==> src/hw/rtl/keyboard_scancode_decoder_core_macros.svh <==
// Assertion macros shared by the keyboard scan code decoder RTL.
`ifndef KEYBOARD_SCANCODE_DECODER_CORE_MACROS_SVH
`define KEYBOARD_SCANCODE_DECODER_CORE_MACROS_SVH

`ifndef ASSERT_OFF

// Condition that must hold at every clock edge outside reset.
`define KSD_ASSERT(lbl, clk, rst_n, cond, msg) \
    lbl: assert property (@(posedge clk) disable iff (!rst_n) (cond)) \
        else $error(msg);

// Condition that must hold in the cycle after a trigger.
`define KSD_ASSERT_NEXT(lbl, clk, rst_n, trig, cond, msg) \
    lbl: assert property (@(posedge clk) disable iff (!rst_n) (trig) |=> (cond)) \
        else $error(msg);

`else

`define KSD_ASSERT(lbl, clk, rst_n, cond, msg)
`define KSD_ASSERT_NEXT(lbl, clk, rst_n, trig, cond, msg)

`endif

`endif

==> src/hw/rtl/ksd_pkg.sv <==
// Package with constants, types and character tables of the scan code decoder.
`timescale 1ns / 1ps
`default_nettype none

package ksd_pkg;

    // Command queue depth in bytes; a power of two, split into even and odd banks.
    localparam int QUEUE_DEPTH = 32;
    localparam int PTR_W       = $clog2(QUEUE_DEPTH);
    localparam int CNT_W       = $clog2(QUEUE_DEPTH + 1);
    localparam int BANK_DEPTH  = QUEUE_DEPTH / 2;
    localparam int BANK_W      = PTR_W - 1;

    localparam logic [7:0] LED_CMD     = 8'hED;
    localparam logic [7:0] ACK_BYTE    = 8'hFA;
    localparam logic [7:0] RESEND_BYTE = 8'hFE;
    localparam logic [7:0] MK_LSHIFT   = 8'h2A;
    localparam logic [7:0] MK_RSHIFT   = 8'h36;
    localparam logic [7:0] BRK_LSHIFT  = 8'hAA;
    localparam logic [7:0] BRK_RSHIFT  = 8'hB6;
    localparam logic [7:0] MK_CAPS     = 8'h3A;
    localparam logic [7:0] MK_NUM      = 8'h45;
    localparam logic [7:0] MK_SCROLL   = 8'h46;

    localparam logic [7:0] CHAR_UPPER_A = 8'h41;
    localparam logic [7:0] CHAR_UPPER_Z = 8'h5A;
    localparam logic [7:0] CASE_OFFSET  = 8'h20;

    localparam logic [2:0] LED_CAPS   = 3'b100;
    localparam logic [2:0] LED_NUM    = 3'b010;
    localparam logic [2:0] LED_SCROLL = 3'b001;

    localparam logic [1:0] SHIFT_LEFT  = 2'b01;
    localparam logic [1:0] SHIFT_RIGHT = 2'b10;

    // Output kinds.
    localparam logic KIND_CHAR = 1'b0;
    localparam logic KIND_SEND = 1'b1;

    // Register index carried by paddr[2].
    localparam logic REG_INITIAL_LEDS = 1'b0;

    typedef struct packed {
        logic [7:0] ch;
        logic [1:0] shift_next;
        logic [2:0] led_mask;
        logic       is_ack;
        logic       is_resend;
    } dec_t;

    typedef struct packed {
        logic       push_pair;
        logic [7:0] led_byte;
        logic       pop;
    } q_req_t;

    localparam logic [7:0] ROM_PLAIN [0:127] = '{
        8'h00, 8'h00, 8'h31, 8'h32, 8'h33, 8'h34, 8'h35, 8'h36,
        8'h37, 8'h38, 8'h39, 8'h30, 8'h2D, 8'h5E, 8'h08, 8'h00,
        8'h51, 8'h57, 8'h45, 8'h52, 8'h54, 8'h59, 8'h55, 8'h49,
        8'h4F, 8'h50, 8'h40, 8'h5B, 8'h0A, 8'h00, 8'h41, 8'h53,
        8'h44, 8'h46, 8'h47, 8'h48, 8'h4A, 8'h4B, 8'h4C, 8'h3B,
        8'h3A, 8'h00, 8'h00, 8'h5D, 8'h5A, 8'h58, 8'h43, 8'h56,
        8'h42, 8'h4E, 8'h4D, 8'h2C, 8'h2E, 8'h2F, 8'h00, 8'h2A,
        8'h00, 8'h20, 8'h00, 8'h00, 8'h00, 8'h00, 8'h00, 8'h00,
        8'h00, 8'h00, 8'h00, 8'h00, 8'h00, 8'h00, 8'h00, 8'h37,
        8'h38, 8'h39, 8'h2D, 8'h34, 8'h35, 8'h36, 8'h2B, 8'h31,
        8'h32, 8'h33, 8'h30, 8'h2E, 8'h00, 8'h00, 8'h00, 8'h00,
        8'h00, 8'h00, 8'h00, 8'h00, 8'h00, 8'h00, 8'h00, 8'h00,
        8'h00, 8'h00, 8'h00, 8'h00, 8'h00, 8'h00, 8'h00, 8'h00,
        8'h00, 8'h00, 8'h00, 8'h00, 8'h00, 8'h00, 8'h00, 8'h00,
        8'h00, 8'h00, 8'h00, 8'h5C, 8'h00, 8'h00, 8'h00, 8'h00,
        8'h00, 8'h00, 8'h00, 8'h00, 8'h00, 8'h5C, 8'h00, 8'h00
    };

    localparam logic [7:0] ROM_SHIFTED [0:127] = '{
        8'h00, 8'h00, 8'h21, 8'h22, 8'h23, 8'h24, 8'h25, 8'h26,
        8'h27, 8'h28, 8'h29, 8'h7E, 8'h3D, 8'h7E, 8'h08, 8'h00,
        8'h51, 8'h57, 8'h45, 8'h52, 8'h54, 8'h59, 8'h55, 8'h49,
        8'h4F, 8'h50, 8'h60, 8'h7B, 8'h0A, 8'h00, 8'h41, 8'h53,
        8'h44, 8'h46, 8'h47, 8'h48, 8'h4A, 8'h4B, 8'h4C, 8'h2B,
        8'h2A, 8'h00, 8'h00, 8'h7D, 8'h5A, 8'h58, 8'h43, 8'h56,
        8'h42, 8'h4E, 8'h4D, 8'h3C, 8'h3E, 8'h3F, 8'h00, 8'h2A,
        8'h00, 8'h20, 8'h00, 8'h00, 8'h00, 8'h00, 8'h00, 8'h00,
        8'h00, 8'h00, 8'h00, 8'h00, 8'h00, 8'h00, 8'h00, 8'h37,
        8'h38, 8'h39, 8'h2D, 8'h34, 8'h35, 8'h36, 8'h2B, 8'h31,
        8'h32, 8'h33, 8'h30, 8'h2E, 8'h00, 8'h00, 8'h00, 8'h00,
        8'h00, 8'h00, 8'h00, 8'h00, 8'h00, 8'h00, 8'h00, 8'h00,
        8'h00, 8'h00, 8'h00, 8'h00, 8'h00, 8'h00, 8'h00, 8'h00,
        8'h00, 8'h00, 8'h00, 8'h00, 8'h00, 8'h00, 8'h00, 8'h00,
        8'h00, 8'h00, 8'h00, 8'h5F, 8'h00, 8'h00, 8'h00, 8'h00,
        8'h00, 8'h00, 8'h00, 8'h00, 8'h00, 8'h7C, 8'h00, 8'h00
    };

endpackage

`default_nettype wire

==> src/hw/rtl/keyboard_scancode_decoder_core.sv <==
// Top level of the PS/2 set-1 keyboard scan code decoder with LED command sender.
//
// The core takes one scan code beat per clock while s_tready is high, and gives at most
// one result beat per scan code: a character (tuser 0) or a byte for the keyboard
// (tuser 1). A result is held in the second-stage register and then in the output
// register before it is shown on the master side; a stalled master side holds one
// result in the output register while the next scan code is decoded. The LED command
// queue sits in two RAM banks of half the queue depth each (even and odd slots), so
// both bytes of a lock key command are written in the same cycle; the popped byte
// comes out of the registered RAM read port in the cycle after the pop, and a resend
// in the very next beat picks it up by forwarding. No clearing pass runs after reset:
// the LED byte queued at reset is held in a register. initial_leds sits at address 0.
`timescale 1ns / 1ps
`default_nettype none

`include "keyboard_scancode_decoder_core_macros.svh"

module keyboard_scancode_decoder_core (
    input  wire logic        clk,
    input  wire logic        rst_n,
    // Scan code input
    input  wire logic        s_tvalid,
    output      logic        s_tready,
    input  wire logic [7:0]  s_tdata,   // [7:0] scan_code
    // Result output
    output      logic        m_tvalid,
    input  wire logic        m_tready,
    output      logic [7:0]  m_tdata,   // [7:0] value
    output      logic        m_tuser,   // [0] kind
    // Configuration
    input  wire logic        psel,
    input  wire logic        penable,
    input  wire logic        pwrite,
    input  wire logic [2:0]  paddr,
    input  wire logic [31:0] pwdata,
    output      logic [31:0] prdata,
    output      logic        pready
);

    logic          accept;
    logic          cfg_we;
    ksd_pkg::dec_t dec;
    ksd_pkg::q_req_t q_req;
    logic          can_pop;
    logic [7:0]    head_byte;

    logic [2:0]    initial_leds_reg;
    logic [1:0]    shift_held_reg;
    logic [2:0]    lock_leds_reg;
    logic [2:0]    lock_leds_next;
    logic          awaiting_reg;
    logic          awaiting_after;
    logic [7:0]    in_flight_reg;
    logic [7:0]    in_flight_now;
    logic          fresh_reg;

    logic          resend_out;
    logic          char_out;
    logic          pop;

    logic          s2_valid_reg;
    logic          s2_res_reg;
    logic          s2_kind_reg;
    logic          s2_pop_reg;
    logic [7:0]    s2_value_reg;
    logic          s2_go;
    logic          out_load;

    logic          out_valid_reg;
    logic          out_kind_reg;
    logic [7:0]    out_value_reg;

    assign pready = 1'b1;
    assign cfg_we = psel && penable && pwrite && pready && (paddr[2] == ksd_pkg::REG_INITIAL_LEDS);
    assign prdata = (paddr[2] == ksd_pkg::REG_INITIAL_LEDS) ? {29'b0, initial_leds_reg} : 32'b0;

    ksd_decode u_decode (
        .code       (s_tdata),
        .shift_held (shift_held_reg),
        .caps       (lock_leds_reg[2]),
        .dec        (dec)
    );

    // A byte popped by the previous beat is still on its way out of the RAM.
    assign in_flight_now = (s2_valid_reg && s2_pop_reg) ? head_byte : in_flight_reg;

    assign accept         = s_tvalid && s_tready;
    assign lock_leds_next = lock_leds_reg ^ dec.led_mask;
    assign awaiting_after = dec.is_ack ? 1'b0 : awaiting_reg;
    assign resend_out     = dec.is_resend && awaiting_reg;
    assign char_out       = !resend_out && (dec.ch != 8'h00);
    assign pop            = accept && !resend_out && !char_out && !awaiting_after && can_pop;

    assign q_req.push_pair = accept && (dec.led_mask != 3'b000);
    assign q_req.led_byte  = {5'b0, lock_leds_next};
    assign q_req.pop       = pop;

    ksd_cmd_queue u_queue (
        .clk       (clk),
        .rst_n     (rst_n),
        .seed_we   (cfg_we && fresh_reg),
        .seed      (pwdata[2:0]),
        .req       (q_req),
        .can_pop   (can_pop),
        .head_byte (head_byte)
    );

    assign s2_go    = !out_valid_reg || m_tready;
    assign s_tready = !s2_valid_reg || !s2_res_reg || s2_go;
    assign out_load = s2_valid_reg && s2_res_reg && s2_go;

    always_ff @(posedge clk or negedge rst_n)
    begin
        if (!rst_n)
        begin
            initial_leds_reg <= '0;
            shift_held_reg   <= '0;
            lock_leds_reg    <= '0;
            awaiting_reg     <= 1'b1;
            in_flight_reg    <= ksd_pkg::LED_CMD;
            fresh_reg        <= 1'b1;
            s2_valid_reg     <= 1'b0;
            s2_res_reg       <= 1'b0;
            s2_pop_reg       <= 1'b0;
            out_valid_reg    <= 1'b0;
        end
        else
        begin
            if (cfg_we)
            begin
                initial_leds_reg <= pwdata[2:0];
                if (fresh_reg)
                begin
                    lock_leds_reg <= pwdata[2:0];
                end
            end
            if (s2_valid_reg && s2_pop_reg)
            begin
                in_flight_reg <= head_byte;
            end
            if (accept)
            begin
                fresh_reg      <= 1'b0;
                shift_held_reg <= dec.shift_next;
                lock_leds_reg  <= lock_leds_next;
                awaiting_reg   <= pop ? 1'b1 : awaiting_after;
                s2_valid_reg   <= 1'b1;
                s2_res_reg     <= resend_out || char_out || pop;
                s2_pop_reg     <= pop;
            end
            else if (s_tready)
            begin
                s2_valid_reg <= 1'b0;
            end
            if (out_load)
            begin
                out_valid_reg <= 1'b1;
            end
            else if (m_tready)
            begin
                out_valid_reg <= 1'b0;
            end
        end
    end

    always_ff @(posedge clk)
    begin
        if (accept)
        begin
            s2_kind_reg  <= char_out ? ksd_pkg::KIND_CHAR : ksd_pkg::KIND_SEND;
            s2_value_reg <= resend_out ? in_flight_now : dec.ch;
        end
        if (out_load)
        begin
            out_kind_reg  <= s2_kind_reg;
            out_value_reg <= s2_pop_reg ? head_byte : s2_value_reg;
        end
    end

    assign m_tvalid = out_valid_reg;
    assign m_tuser  = out_kind_reg;
    assign m_tdata  = out_value_reg;

    // The input side only stalls behind a full output register.
    `KSD_ASSERT(a_stall_needs_full_out, clk, rst_n, s_tready || m_tvalid, "input stalled with output empty")
    // A popped byte is always a pending keyboard send.
    `KSD_ASSERT(a_pop_is_send, clk, rst_n, !(s2_valid_reg && s2_pop_reg) || (s2_res_reg && (s2_kind_reg == ksd_pkg::KIND_SEND)), "popped byte not marked as send")
    // While a popped byte waits in the second stage it is in flight.
    `KSD_ASSERT(a_pop_in_flight, clk, rst_n, !(s2_valid_reg && s2_pop_reg) || awaiting_reg, "popped byte not awaiting ack")
    // A result loaded into the output register is shown in the next cycle.
    `KSD_ASSERT_NEXT(a_load_shows, clk, rst_n, out_load, m_tvalid, "loaded result not shown")

endmodule

`default_nettype wire

==> src/hw/rtl/ksd_ram.sv <==
// Generic single-port-write RAM with one registered read port.
`timescale 1ns / 1ps
`default_nettype none

module ksd_ram #(
    parameter int WIDTH = 8,
    parameter int DEPTH = 16
) (
    input  wire logic                     clk,
    input  wire logic                     we,
    input  wire logic [$clog2(DEPTH)-1:0] waddr,
    input  wire logic [WIDTH-1:0]         wdata,
    input  wire logic                     re,
    input  wire logic [$clog2(DEPTH)-1:0] raddr,
    output      logic [WIDTH-1:0]         rdata
);

    logic [WIDTH-1:0] mem [0:DEPTH-1];
    logic [WIDTH-1:0] rdata_reg;

    always_ff @(posedge clk)
    begin
        if (we)
        begin
            mem[waddr] <= wdata;
        end
        // Read data holds until the next read.
        if (re)
        begin
            rdata_reg <= mem[raddr];
        end
    end

    assign rdata = rdata_reg;

endmodule

`default_nettype wire

==> src/hw/rtl/ksd_decode.sv <==
// Scan code decode: character lookup, shift tracking and lock key detection.
`timescale 1ns / 1ps
`default_nettype none

module ksd_decode (
    input  wire logic [7:0]    code,
    input  wire logic [1:0]    shift_held,
    input  wire logic          caps,
    output      ksd_pkg::dec_t dec
);

    logic       shifted;
    logic [7:0] base;
    logic       is_letter;

    assign shifted   = |shift_held;
    assign base      = code[7] ? 8'h00 :
                       (shifted ? ksd_pkg::ROM_SHIFTED[code[6:0]] : ksd_pkg::ROM_PLAIN[code[6:0]]);
    assign is_letter = (base >= ksd_pkg::CHAR_UPPER_A) && (base <= ksd_pkg::CHAR_UPPER_Z);

    always_comb
    begin
        dec            = '0;
        // Letters come out lowercase unless exactly one of caps lock and shift is active.
        dec.ch         = (is_letter && (caps == shifted)) ? base + ksd_pkg::CASE_OFFSET : base;
        dec.shift_next = shift_held;
        case (code)
            ksd_pkg::MK_LSHIFT:   dec.shift_next = shift_held | ksd_pkg::SHIFT_LEFT;
            ksd_pkg::MK_RSHIFT:   dec.shift_next = shift_held | ksd_pkg::SHIFT_RIGHT;
            ksd_pkg::BRK_LSHIFT:  dec.shift_next = shift_held & ksd_pkg::SHIFT_RIGHT;
            ksd_pkg::BRK_RSHIFT:  dec.shift_next = shift_held & ksd_pkg::SHIFT_LEFT;
            ksd_pkg::MK_CAPS:     dec.led_mask   = ksd_pkg::LED_CAPS;
            ksd_pkg::MK_NUM:      dec.led_mask   = ksd_pkg::LED_NUM;
            ksd_pkg::MK_SCROLL:   dec.led_mask   = ksd_pkg::LED_SCROLL;
            ksd_pkg::ACK_BYTE:    dec.is_ack     = 1'b1;
            ksd_pkg::RESEND_BYTE: dec.is_resend  = 1'b1;
            default:              dec.is_ack     = 1'b0;
        endcase
    end

endmodule

`default_nettype wire

==> src/hw/rtl/ksd_cmd_queue.sv <==
// Keyboard command byte queue held in an even and an odd RAM bank.
`timescale 1ns / 1ps
`default_nettype none

module ksd_cmd_queue (
    input  wire logic            clk,
    input  wire logic            rst_n,
    input  wire logic            seed_we,
    input  wire logic [2:0]      seed,
    input  wire ksd_pkg::q_req_t req,
    output      logic            can_pop,
    output      logic [7:0]      head_byte
);

    localparam int PTR_W = ksd_pkg::PTR_W;
    localparam int CNT_W = ksd_pkg::CNT_W;
    localparam int BANK_W = ksd_pkg::BANK_W;

    logic [PTR_W-1:0] rp_reg;
    logic [CNT_W-1:0] count_reg;
    logic [CNT_W-1:0] cnt1;
    logic [CNT_W-1:0] cnt2;
    logic             pending0_reg;
    logic [2:0]       seed_reg;
    logic             head_sel_reg;
    logic             head_fwd_reg;
    logic             head_ovr_reg;
    logic             push1_ok;
    logic             push2_ok;
    logic [PTR_W-1:0] slot1;
    logic [PTR_W-1:0] slot2;
    logic [7:0]       rdata [0:1];

    assign push1_ok = req.push_pair && (count_reg != CNT_W'(ksd_pkg::QUEUE_DEPTH));
    assign cnt1     = count_reg + CNT_W'(push1_ok);
    assign push2_ok = push1_ok && (cnt1 != CNT_W'(ksd_pkg::QUEUE_DEPTH));
    assign cnt2     = cnt1 + CNT_W'(push2_ok);
    assign can_pop  = (cnt2 != '0);
    assign slot1    = rp_reg + count_reg[PTR_W-1:0];
    assign slot2    = slot1 + PTR_W'(1);

    // The two bytes of an LED command land in adjacent slots, hence in different banks.
    for (genvar b = 0; b < 2; b++)
    begin : g_bank
        logic             bank_we;
        logic [BANK_W-1:0] bank_waddr;
        logic [7:0]       bank_wdata;
        logic             first_here;

        assign first_here = (slot1[0] == 1'(b));
        assign bank_we    = first_here ? push1_ok : push2_ok;
        assign bank_waddr = first_here ? slot1[PTR_W-1:1] : slot2[PTR_W-1:1];
        assign bank_wdata = first_here ? ksd_pkg::LED_CMD : req.led_byte;

        ksd_ram #(
            .WIDTH (8),
            .DEPTH (ksd_pkg::BANK_DEPTH)
        ) u_ram (
            .clk   (clk),
            .we    (bank_we),
            .waddr (bank_waddr),
            .wdata (bank_wdata),
            .re    (req.pop),
            .raddr (rp_reg[PTR_W-1:1]),
            .rdata (rdata[b])
        );
    end

    always_ff @(posedge clk or negedge rst_n)
    begin
        if (!rst_n)
        begin
            rp_reg       <= '0;
            count_reg    <= CNT_W'(1);
            pending0_reg <= 1'b1;
            seed_reg     <= '0;
            head_sel_reg <= 1'b0;
            head_fwd_reg <= 1'b0;
            head_ovr_reg <= 1'b0;
        end
        else
        begin
            count_reg <= cnt2 - CNT_W'(req.pop);
            if (seed_we)
            begin
                seed_reg <= seed;
            end
            if (req.pop)
            begin
                rp_reg       <= rp_reg + PTR_W'(1);
                head_sel_reg <= rp_reg[0];
                // An empty queue that takes an LED command pops the 0xED it just wrote.
                head_fwd_reg <= push1_ok && (count_reg == '0);
                // The first entry after reset lives in a register, not in the RAM.
                head_ovr_reg <= pending0_reg;
                pending0_reg <= 1'b0;
            end
        end
    end

    assign head_byte = head_ovr_reg ? {5'b0, seed_reg} :
                       head_fwd_reg ? ksd_pkg::LED_CMD :
                       rdata[head_sel_reg];

endmodule

`default_nettype wire
==> config.mk <==
export PLATFORM = sky130hd
export DESIGN_NAME = keyboard_scancode_decoder_core
export DESIGN_NICKNAME = d
export VERILOG_FILES = /design/src/hw/rtl/ksd_pkg.sv /design/src/hw/rtl/keyboard_scancode_decoder_core.sv /design/src/hw/rtl/ksd_ram.sv /design/src/hw/rtl/ksd_decode.sv /design/src/hw/rtl/ksd_cmd_queue.sv
export VERILOG_INCLUDE_DIRS = /design/src /design/src/hw/rtl
export SDC_FILE = /design/constraint.sdc
export NUM_CORES = 1
export LEC_CHECK = 0
export BUFFER_PORTS_ARGS = -buffer_cell sky130_fd_sc_hd__buf_2
export CAP_MARGIN = 20
export CORE_MARGIN = 2
export CORE_UTILIZATION = 35
export CTS_CLUSTER_SIZE = 10
export DETAILED_ROUTE_END_ITERATION = 10
export REMOVE_ABC_BUFFERS = 1
export SKIP_LAST_GASP = 1
export SYNTH_ARGS = -nofsm -noshare
export SYNTH_HDL_FRONTEND = slang
export SYNTH_SLANG_ARGS = --single-unit
export TNS_END_PERCENT = 100
==> constraint.sdc <==
create_clock -name clk -period 6.5 [get_ports clk]
set_clock_uncertainty 0.2 [all_clocks]
set_input_delay 0.325 -clock clk [delete_from_list [all_inputs] [get_ports clk]]
set_output_delay 0.325 -clock clk [all_outputs]
set_load 0.03 [all_outputs]
==> results of run 1 <==
-- power breakdown --
part / total, mW / leakage (nW) / internal (mW) / switching [mW]
Clock: 1.11 / 0.305 / 0.629 / 0.477
Sequential: 1.78 / 1.91 / 1.66 / 0.113
Combinational: 1.47 / 1.91 / 0.527 / 0.939
-- placed cells by master (no fill, tap or decap), drive strengths merged, types with 5 or more instances in the layout --
master       count
edfxtp         154
nand2           74
nor2            61
buf             46
mux4            41
inv             38
conb            30
dfrtp           30
o21ai           29
ha              26
a21oi           21
clkbuf          18
nor2b           17
mux2            17
xor2            16
xnor2           13
nand2b          12
nand3           12
a211oi          12
nor3            10
dfstp           10
a21o             8
nand4            7
and3             7
mux2i            6
dlygate4sd3      6
o211ai           6
a22oi            6
and2             5
o2111ai          5
o31ai            5
o221ai           5
-- worst min-delay path by stage --
stage	start	endpoint	slack, ns	cells after the start
after floorplan	rst_n	in_flight_reg[1]	-0.17	0
after global placement	s2_kind_reg	m_tuser	0.21	0
after detailed placement	s2_kind_reg	m_tuser	0.22	0
after CTS	s_tdata[7]	shift_held_reg[1]	0.04	2
after global routing	s_tdata[7]	shift_held_reg[1]	0.09	2
final	s_tdata[7]	shift_held_reg[1]	0.06	2
-- metal layers --
| layer | track usage (%) | wire [um] | vias to the layer above |
|---|---|---|---|
| li1 | - | - | 2975 |
| met1 | 20.5 | 9820 | 3193 |
| met2 | 23.5 | 10400 | 217 |
| met3 | 2.52 | 1060 | 22 |
| met4 | 3.72 | 262 | 0 |
| met5 | 0 | 0 | - |
-- metrics by stage --
step,hold WS (ns),instances
floorplan,-0.171,746
global placement,0.211,1174
detailed placement,0.215,1174
CTS,0.0351,1212
global route,0.0928,1214
finish,0.0645,1214
-- logic make-up (layout without fill, tap and decap cells) --
kind of cell	Yosys count	after routing
adder cells (fa/ha/maj)	27	27
AO/OA/AOI/OAI	136	136
AND/OR/NAND/NOR	234	234
buffers and inverters	104	116
other	2	30
flip-flops	194	194
XOR/XNOR	29	29
multiplexers	64	64
-- final cells by class --
type / count / area (um2)
inverters: 32 / 120
multi-input cells: 520 / 4070
clock buffers: 18 / 439
flip-flops and latches: 194 / 5640
well taps: 384 / 480
repair buffers: 52 / 325
clock inverters: 14 / 190
fillers: 2693 / 17400
-- what timing repair did --
item | CTS | global route
endpoints found under the setup margin | 0 | 0
hold buffers | 6 | 0
hold endpoints to repair | 38 | 0
==> results by group, run 1 <==
Final layout
  • Diode count: 0
  • Share of layout cells above drive strength 1: 19.9%
  • Final instance area: between 10,000 and 15,000 um2
  • Max FFs per register: between 100 and 150
  • Layout Utilization: 39.2%
  • Nets: about 900
  • Largest register by flop count: u_queue.g_bank.u_ram.mem
  • P&R area growth vs syn: 10.7%

Min path
  • Worst Hold Class: in2reg

Setup path
  • CP dominant cell by count: ha_1
  • R2R setup slack: 1.13 ns
  • Worst reg2reg startpoint: u_queue.count_reg[3]
  • Worst Setup End Kind: register
  • Worst Setup Start Kind: primary input
  • Worst path bufs/invs: 4
  • Worst-path cell chain: buf_2, inv_1, ha_1, nand3b_1, nand3b_1, a221oi_2, ha_1, ha_1, xor2_1, a21oi_1, a211oi_1, o41ai_2, buf_4, nor4_4, ha_1, ha_1, inv_1, o41ai_1, xnor2_1
  • Worst r2r path cells: 16
  • Crit path required time: approximately 6.7 ns
  • Critical path depth: 19
  • CP Launch Point: s_tdata[0]
  • Reg2reg end: u_queue.count_reg[4]
  • Critical Path Sink: u_queue.count_reg[4]
  • Worst Path Arrival: between 5 and 6 ns
  • Worst path slowest cell: nor4_4
  • Critical Path Fanout Max: 17
  • CP peak stage delay: 0.77 ns
  • WS Path Type: in2reg
  • CP top delay family: compound AO/OA/AOI/OAI gates

Detailed routing
  • Routed vias/inst: 5.28
  • Number of nets with antenna violations after routing: 0
  • Routed WL: between 20,000 and 25,000 um
  • Via count of the routed design: ~6,400
  • WL per Instance: between 15 and 20 um
  • Number of DRC markers in iteration 0: between 600 and 700
  • Pre-antenna DRT Iters: 7
  • DRC viols: 0

Synth
  • Post-synth top area share: 45.4%
  • Multiplexer area fraction after synthesis: between 10% and 20%
  • Simple-Gate Fraction of Synth Area: approximately 11%
  • Count leader, synth: edfxtp_1
  • Adder-Cell Fraction of Synth Area: roughly 3.4%
  • Top cells by area, synth: edfxtp_1 45%, mux4_2 9.1%, dfrtp_1 7.4%
  • Post-synth top area cell: edfxtp_1
  • Top cells by count, synth: 154 x edfxtp_1, 74 x nand2_1, 60 x nor2_1
  • Largest family of logic cells by synthesized area: multiplexers
  • Post-synth cell types: between 80 and 90
  • EDFF count, synth: approximately 150
  • Netlist Area Pre-Place: slightly above 10,000 um2
  • Avg Synthesized Cell Area: between 10 and 15 um2
  • Post-Synth XOR/XNOR Area: 2.50%
  • Ys async rst share: roughly 20%
  • Synth Warn #: 0
  • Dominant synthesized flop cell: edfxtp_1
  • Synthesis-stage register bit count: 194
  • Compound-gate portion of the synthesized area: between 10% and 20%
  • Cell count after synthesis: 790
  • Sequential cell area fraction in the yosys report: 55.4%

Clocking
  • Htree depth: 4
  • Clk pin slew, worst setup/hold paths: 0.07 ns
  • Cts bufs inserted: 17
  • Post-cts resize count: 0
  • Longest Clk Path Bufs: 2
  • Sink Count: 194
  • Worst skew pair latency: about 0.43 ns
  • TritonCTS clock tree: done
  • Postcts setup bufs: 0
  • Clock root cell: clkbuf_16

STA
  • Setup ws final: between 1 and 1.5 ns
  • Tmin final: roughly 5.4 ns
  • Final hold vios: 0
  • Relative slew slack: a little under a third
  • RSZ-0062 raised after global routing: false
  • Final setup TNS: 0 ns
  • Max-slew violation count: 0
  • Fmax: between 150 and 200 MHz
  • Slew @ Worst Pin: 1.03 ns
  • Setup violations, final: 0
  • Tcrit/Tclk final: approximately 83%

Place
  • Placer Congestion: approximately 0.84
  • I/O Buffers: 32
  • Dpl cell area: 10,600 um2
  • Pre-CTS setup slack: between 0.6 and 0.7 ns
  • HPWL Detailed: around 15,000 um

Pwr
  • Power per cell area: 386 nW/um2
  • IR Drop Worst-Case VDD: around 0.00023 V
  • Pwr Total: approximately 4.3 mW
  • P_leak: roughly 4.1 nW

Floorplan
  • Starting density of the core: about 35%
  • DIE AREA: slightly above 30,000 um2
  • I/O pins: 94
  • Core area: about 29,000 um2
  • FP Rows: 62
  • Height of the die: around 170 um
  • Die width: 175 um

Job
  • Maxcap violations: 0

Outcome
  • Run status: completed

Global routing
  • Number of global-route vias before repair: a little over 6,000
  • First-pass GRT wire length: roughly 35,000 um
  • Initial antenna violation count: 0
  • Total track usage: roughly 15%
  • Largest net degree at the start of global routing: between 40 and 50
  • Global route total overflow: 0
Power figures use the tool's default switching activity.
==> run 2: changes to the inputs <==
Settings changed: ABC_AREA set to 1.
Clock period 6.5 ns to 4.4 ns, I/O delays scaled along.
==> run 2 against run 1 <==
Against the previous run:
- non-clock buffer count rose by 10
- die area grew 2.2%
- sequential cell count is the same
- cell area is 2.2% higher
- sequential power increased by 46%
- largest cell class unchanged
- highest routed layer unchanged
==> results by group, run 2 <==
Outcome
  • Run status: completed

Final layout
  • Nets: about 1,200
  • Commonest non-fill, non-tap cells in the layout: 247 x nand2_1, 154 x edfxtp_1, 116 x inv_1
  • Layout Utilization: just under 40%
  • Share of layout cells above drive strength 1: 11.5%
  • Largest register by flop count: u_queue.g_bank.u_ram.mem
  • Most common cell after layout, fill and taps aside: nand2_1
  • Final instance area: about 12,000 um2
  • Diode count: 0
  • Max FFs per register: between 100 and 150
  • P&R area growth vs syn: 10.6%

Pwr
  • Psw: 2.49 mW
  • Sequential Power Share: between 40 and 50%
  • Clk network pwr share: 23.1%
  • Pwr Total: ~6.4 mW
  • Gate power share: a little over a third
  • Sw frac: ~40%
  • IR Drop Worst-Case VDD: between 0.0005 and 0.0006 V
  • Pint: between 3 and 4 mW
  • P_leak: about 4.8 nW
  • Power per cell area: roughly 550 nW/um2

STA
  • Hold_ws: about 0.027 ns
  • Tcrit/Tclk final: between 90% and 100%
  • Slew @ Worst Pin: just under 1 ns
  • Fmax: between 200 and 250 MHz
  • Max-slew violation count: 0
  • RSZ-0062 raised after global routing: false
  • Relative slew slack: a little over a third
  • Final hold vios: 0
  • Setup violations, final: 0
  • Tmin final: 4.05 ns
  • Setup ws final: between 0.3 and 0.4 ns

Detailed routing
  • Pre-antenna DRT Iters: 6
  • WL per Instance: ~15 um
  • Number of nets with antenna violations after routing: 0
  • Routed vias/inst: 4.85
  • Via count of the routed design: 7,467
  • Routed WL: ~24,000 um
  • Number of DRC markers in iteration 0: 698
  • DRC viols: 0

Floorplan
  • Height of the die: 176 um
  • Core area: 29,500 um2
  • I/O pins: 94
  • FP Rows: 63
  • DIE AREA: around 31,000 um2
  • Starting density of the core: approximately a third
  • Die width: about 180 um

Global routing
  • Initial antenna violation count: 0
  • Number of global-route vias before repair: 7,008
  • First-pass GRT wire length: roughly 38,000 um
  • Total track usage: between 15 and 20%
  • Global route total overflow: 0
  • Largest net degree at the start of global routing: 61

Synth
  • Post-synth top area cell: edfxtp_1
  • Sequential cell area fraction in the yosys report: 54.2%
  • Post-Synth XOR/XNOR Area: under 10%
  • Multiplexer area fraction after synthesis: roughly 3.1%
  • Compound-gate portion of the synthesized area: about a tenth
  • Synthesis-stage register bit count: just under 200
  • Post-synth cell types: 48
  • Netlist Area Pre-Place: 10,400 um2
  • Ys async rst share: 20.6%
  • Post-synth top area share: between 40% and 50%
  • Dominant synthesized flop cell: edfxtp_1
  • EDFF count, synth: around 150
  • Top cells by area, synth: edfxtp_1 44%, nand2_1 8.9%, dfrtp_1 7.2%
  • Adder-Cell Fraction of Synth Area: ~3.3%
  • Simple-Gate Fraction of Synth Area: a little under a fifth
  • Avg Synthesized Cell Area: 9.46 um2
  • Cell count after synthesis: approximately 1,100
  • Largest family of logic cells by synthesized area: simple AND/OR/NAND/NOR gates
  • Top cells by count, synth: 247 x nand2_1, 154 x edfxtp_1, 116 x inv_1
  • Synth Warn #: 0
  • Count leader, synth: nand2_1

Clocking
  • Clock root cell: clkbuf_16
  • Htree depth: 4
  • TritonCTS clock tree: done
  • Worst skew pair latency: 0.44 ns
  • Postcts setup bufs: 0
  • Longest Clk Path Bufs: 2
  • Cts bufs inserted: 17
  • Clk pin slew, worst setup/hold paths: approximately 0.070 ns
  • Sink Count: between 150 and 200

Place
  • Dpl cell area: roughly 11,000 um2
  • Pre-CTS setup slack: roughly 0.076 ns
  • HPWL Detailed: between 15,000 and 20,000 um
  • Placer Congestion: around 0.92
  • I/O Buffers: 32

Min path
  • Worst Hold Class: in2reg

Job
  • Maxcap violations: 0

Setup path
  • Worst Path Arrival: around 4.2 ns
  • CP peak stage delay: ~0.54 ns
  • Critical Path Fanout Max: 4
  • Crit path required time: between 4 and 5 ns
  • Worst Setup End Kind: register
  • Worst path slowest cell: dlygate4sd3_1
  • WS Path Type: in2reg
  • CP dominant cell by count: inv_1
  • Worst Setup Start Kind: primary input
-- run 2: path summary, 6_finish.rpt --
kind	start	to	slack [ns]	cells after the start
worst min register to register	s2_kind_reg	m_tuser	0.25	0
max in group asynchronous	rst_n	u_queue.rp_reg[1]	3.02	2
min in group asynchronous	rst_n	u_queue.count_reg[4]	0.28	2
worst max-delay path	m_tready	u_queue.count_reg[4]	0.35	29
worst max register to register	u_queue.count_reg[1]	u_queue.count_reg[4]	0.39	27
worst min-delay path	s_tdata[6]	shift_held_reg[0]	0.03	4
-- run 2: final cells by class --
cell class,instances,area [um2]
Inverter,124,470
Multi-Input combinational cell,739,3950
Clock buffer,19,433
Tap cell,390,488
Sequential cell,194,5640
Fill cell,2941,18000
Clock inverter,13,123
Timing Repair Buffer,62,403
-- run 2: worst max-delay path: cells and delay by family --
kind	cells	cell delay, ns
and+or+nand+nor	15	1.66
buffers and inverters	8	1.08
adders and majority gates	4	0.84
xor gates and xnor gates	2	0.37
-- run 2: per-stage QoR --
stage / setup TNS [ns] / std cells
3_5_place_dp: 0 / 1501
6_report: 0 / 1541
5_1_grt: 0 / 1541
3_3_place_gp: 0 / 1501
4_1_cts: 0 / 1540
2_1_floorplan: -26.43 / 1057
-- run 2: timing repair --
action / in CTS / in global routing
hold buffers: 7 / 0
resized for setup: 0 / 1
setup endpoints to repair: 0 / 1
hold endpoints to repair: 43 / 0
-- run 2: logic make-up (layout without fill, tap and decap cells) --
group                      count (synthesis)  after routing
AOI/OAI and AO/OA                        166            166
xor gates and xnor gates                  22             22
adders and majority gates                 27             27
buffers and inverters                    195            218
DFF                                      194            194
muxes                                     32             32
other                                      2             30
and+or+nand+nor                          462            462
-- run 2: routing by layer --
| layer | part of all wire, % | GRT usage (%) | up-vias |
|---|---|---|---|
| li1 | - | - | 3725 |
| met1 | 49 | 23.0 | 3513 |
| met2 | 44 | 23.7 | 198 |
| met3 | 4.5 | 2.17 | 31 |
| met4 | 1.9 | 5.44 | 0 |
| met5 | 0 | 0 | - |
-- run 2: power groups by stage --
| stage | registers (mW) | clock network (mW) | logic, mW |
|---|---|---|---|
| 2_1_floorplan | 2.75 | 0 | 1.42 |
| 3_3_place_gp | 2.64 | 0 | 2.23 |
| 3_5_place_dp | 2.64 | 0 | 2.27 |
| 4_1_cts | 2.60 | 1.50 | 2.29 |
| 5_1_grt | 2.62 | 1.57 | 2.57 |
| 6_report | 2.60 | 1.47 | 2.30 |
==> run 3: changes to the inputs <==
Settings changed: CORE_UTILIZATION 35 to 54, PLACE_DENSITY set to 0.76.
==> run 3 against run 2 <==
Against the previous run:
- die area decreased by 34%
- cell area decreased by 0.88%
- sequential power increased by 2%
- total power increased by 0.76%
- worst setup slack got worse by 0.035 ns
- global-route usage increased by 7.6 points
- sequential share of layout area increased by 0.45 points
- critical path depth decreased by 2
- combinational power decreased by 3%
- sequential cell count unchanged
- core utilization increased by 22 points
- critical endpoint unchanged
- largest cell class unchanged
- largest power group unchanged
==> results by group, run 3 (synthesis results as in run 2) <==
Clocking
  • Clock root cell: clkbuf_16
  • Sink Count: around 190
  • Htree depth: 4
  • Worst skew pair latency: 0.43 ns
  • Longest Clk Path Bufs: 2
  • Clk pin slew, worst setup/hold paths: approximately 0.07 ns
  • TritonCTS clock tree: done
  • Cts bufs inserted: 17

Floorplan
  • DIE AREA: slightly above 20,000 um2
  • Height of the die: around 140 um
  • Starting density of the core: between 50% and 60%
  • FP Rows: 50
  • I/O pins: 94
  • Die width: ~140 um
  • Core area: 18,800 um2

Detailed routing
  • Routed WL: about 23,000 um
  • WL per Instance: approximately 16 um
  • Pre-antenna DRT Iters: 5
  • Number of DRC markers in iteration 0: 862
  • Number of nets with antenna violations after routing: 0
  • Routed vias/inst: roughly 5.4
  • DRC viols: 0
  • Via count of the routed design: about 7,700

Setup path
  • Critical Path Fanout Max: 9
  • Worst Setup End Kind: register
  • Worst r2r path cells: 27
  • WS Path Type: reg2reg
  • Crit path required time: around 4.5 ns
  • Worst Setup Start Kind: register
  • Worst Path Arrival: ~4.2 ns

STA
  • Relative slew slack: between 20% and 30%
  • Hold_ws: 0.0769 ns
  • Fmax: roughly 240 MHz
  • Setup violations, final: 0
  • Max-slew violation count: 0
  • Setup ws final: roughly 0.32 ns
  • Tmin final: approximately 4.1 ns
  • Final hold vios: 0
  • Slew @ Worst Pin: approximately 1.1 ns
  • Tcrit/Tclk final: about 93%

Min path
  • Hold Path Depth: 4
  • Worst Hold Class: in2reg

Pwr
  • P_leak: just under 5 nW
  • Power per cell area: about 560 nW/um2
  • Pwr Total: 6.41 mW
  • IR Drop Worst-Case VDD: 0.000369 V

Global routing
  • Largest net degree at the start of global routing: 52
  • Number of global-route vias before repair: a little over 7,000
  • Global route total overflow: 0
  • First-pass GRT wire length: 36,500 um
  • Initial antenna violation count: 1
  • Total track usage: 23.3%

Final layout
  • Largest register by flop count: u_queue.g_bank.u_ram.mem
  • Final instance area: approximately 11,000 um2
  • Most common cell after layout, fill and taps aside: nand2_1
  • Share of layout cells above drive strength 1: between 10% and 20%
  • P&R area growth vs syn: 9.58%
  • Max FFs per register: approximately 130
  • Nets: about 1,200
  • Commonest non-fill, non-tap cells in the layout: 246 x nand2_1, 154 x edfxtp_1, 116 x inv_1

Job
  • Maxcap violations: 0

Place
  • HPWL Detailed: 16,000 um
  • Dpl cell area: approximately 11,000 um2
  • I/O Buffers: 32
  • Placer Congestion: between 0.9 and 1
  • Pre-CTS setup slack: ~0.15 ns

Outcome
  • Run status: completed
## run 3: changes by cell type in the layout (fill, tap and decap cells not counted), moves of 2 or more
cell        change
clkinv_8        +5
clkinvlp_4      -4
inv_8           -3
clkbuf_1        -2
clkinv_4        +2
inv_12          +2
## run 3: final cells by class
class | instances | area [um2]
Antenna cell | 1 | 2.50
Multi-Input combinational cell | 739 | 3950
Sequential cell | 194 | 5640
Clock inverter | 15 | 190
Fill cell | 1518 | 7420
Tap cell | 260 | 325
Clock buffer | 17 | 425
Timing Repair Buffer | 61 | 395
Inverter | 124 | 473
## run 3: critical path: stages (launching register included)
cell,delay (ns)
dfrtp_2,0.46
nor2_1,0.13
nand2_1,0.10
nor3b_1,0.21
nor2_1,0.07
nand2_2,0.08
inv_1,0.06
ha_1,0.20
ha_1,0.20
nand2_1,0.07
inv_1,0.04
or2_1,0.25
inv_1,0.09
nand3_1,0.09
nor2_1,0.10
inv_1,0.05
nor2_1,0.10
xor2_1,0.21
nor3_1,0.09
nand2_1,0.09
nand2_1,0.09
inv_4,0.12
nand4_4,0.10
inv_1,0.09
ha_1,0.20
ha_1,0.20
nand4_1,0.13
xnor2_1,0.14
## run 3: routing by layer
metal,vias up,wire length (um),global-route usage (%)
met5,-,0,0
met4,0,588,8.70
met3,46,1390,4.06
met2,294,11100,38.2
met1,3597,9990,31.2
li1,3718,-,-
## run 3: repair_timing
item	4_1_cts	5_1_grt
hold buffers	7	0
endpoints found under the setup margin	0	2
resized for setup	0	4
hold endpoints to repair	43	0
buffers inserted	0	1
## run 3: path summary, 6_finish.rpt
| path | start | endpoint | slack, ns |
|---|---|---|---|
| setup / recovery | u_queue.count_reg[1] | u_queue.count_reg[4] | 0.32 |
| hold / removal | s_tdata[6] | shift_held_reg[0] | 0.08 |
| setup reg to reg | u_queue.count_reg[1] | u_queue.count_reg[4] | 0.32 |
| hold reg to reg | s2_kind_reg | m_tuser | 0.23 |
| max in group asynchronous | rst_n | u_queue.rp_reg[1] | 3.03 |
| min in group asynchronous | rst_n | shift_held_reg[0] | 0.27 |
## run 3: report_power, final
part	internal, mW	switching, mW
clock network	0.775	0.762
logic	0.613	1.60
registers	2.50	0.161
total	3.88	2.53
## run 3: metrics by stage
step / cells / util [%] / TNS, ns
floorplan: 1057 / - / -26.43
global placement: 1369 / 56.8 / 0
detailed placement: 1369 / 56.8 / 0
CTS: 1408 / 60.4 / 0
global route: 1410 / 60.6 / -0.00801
finish: 1411 / 60.6 / 0
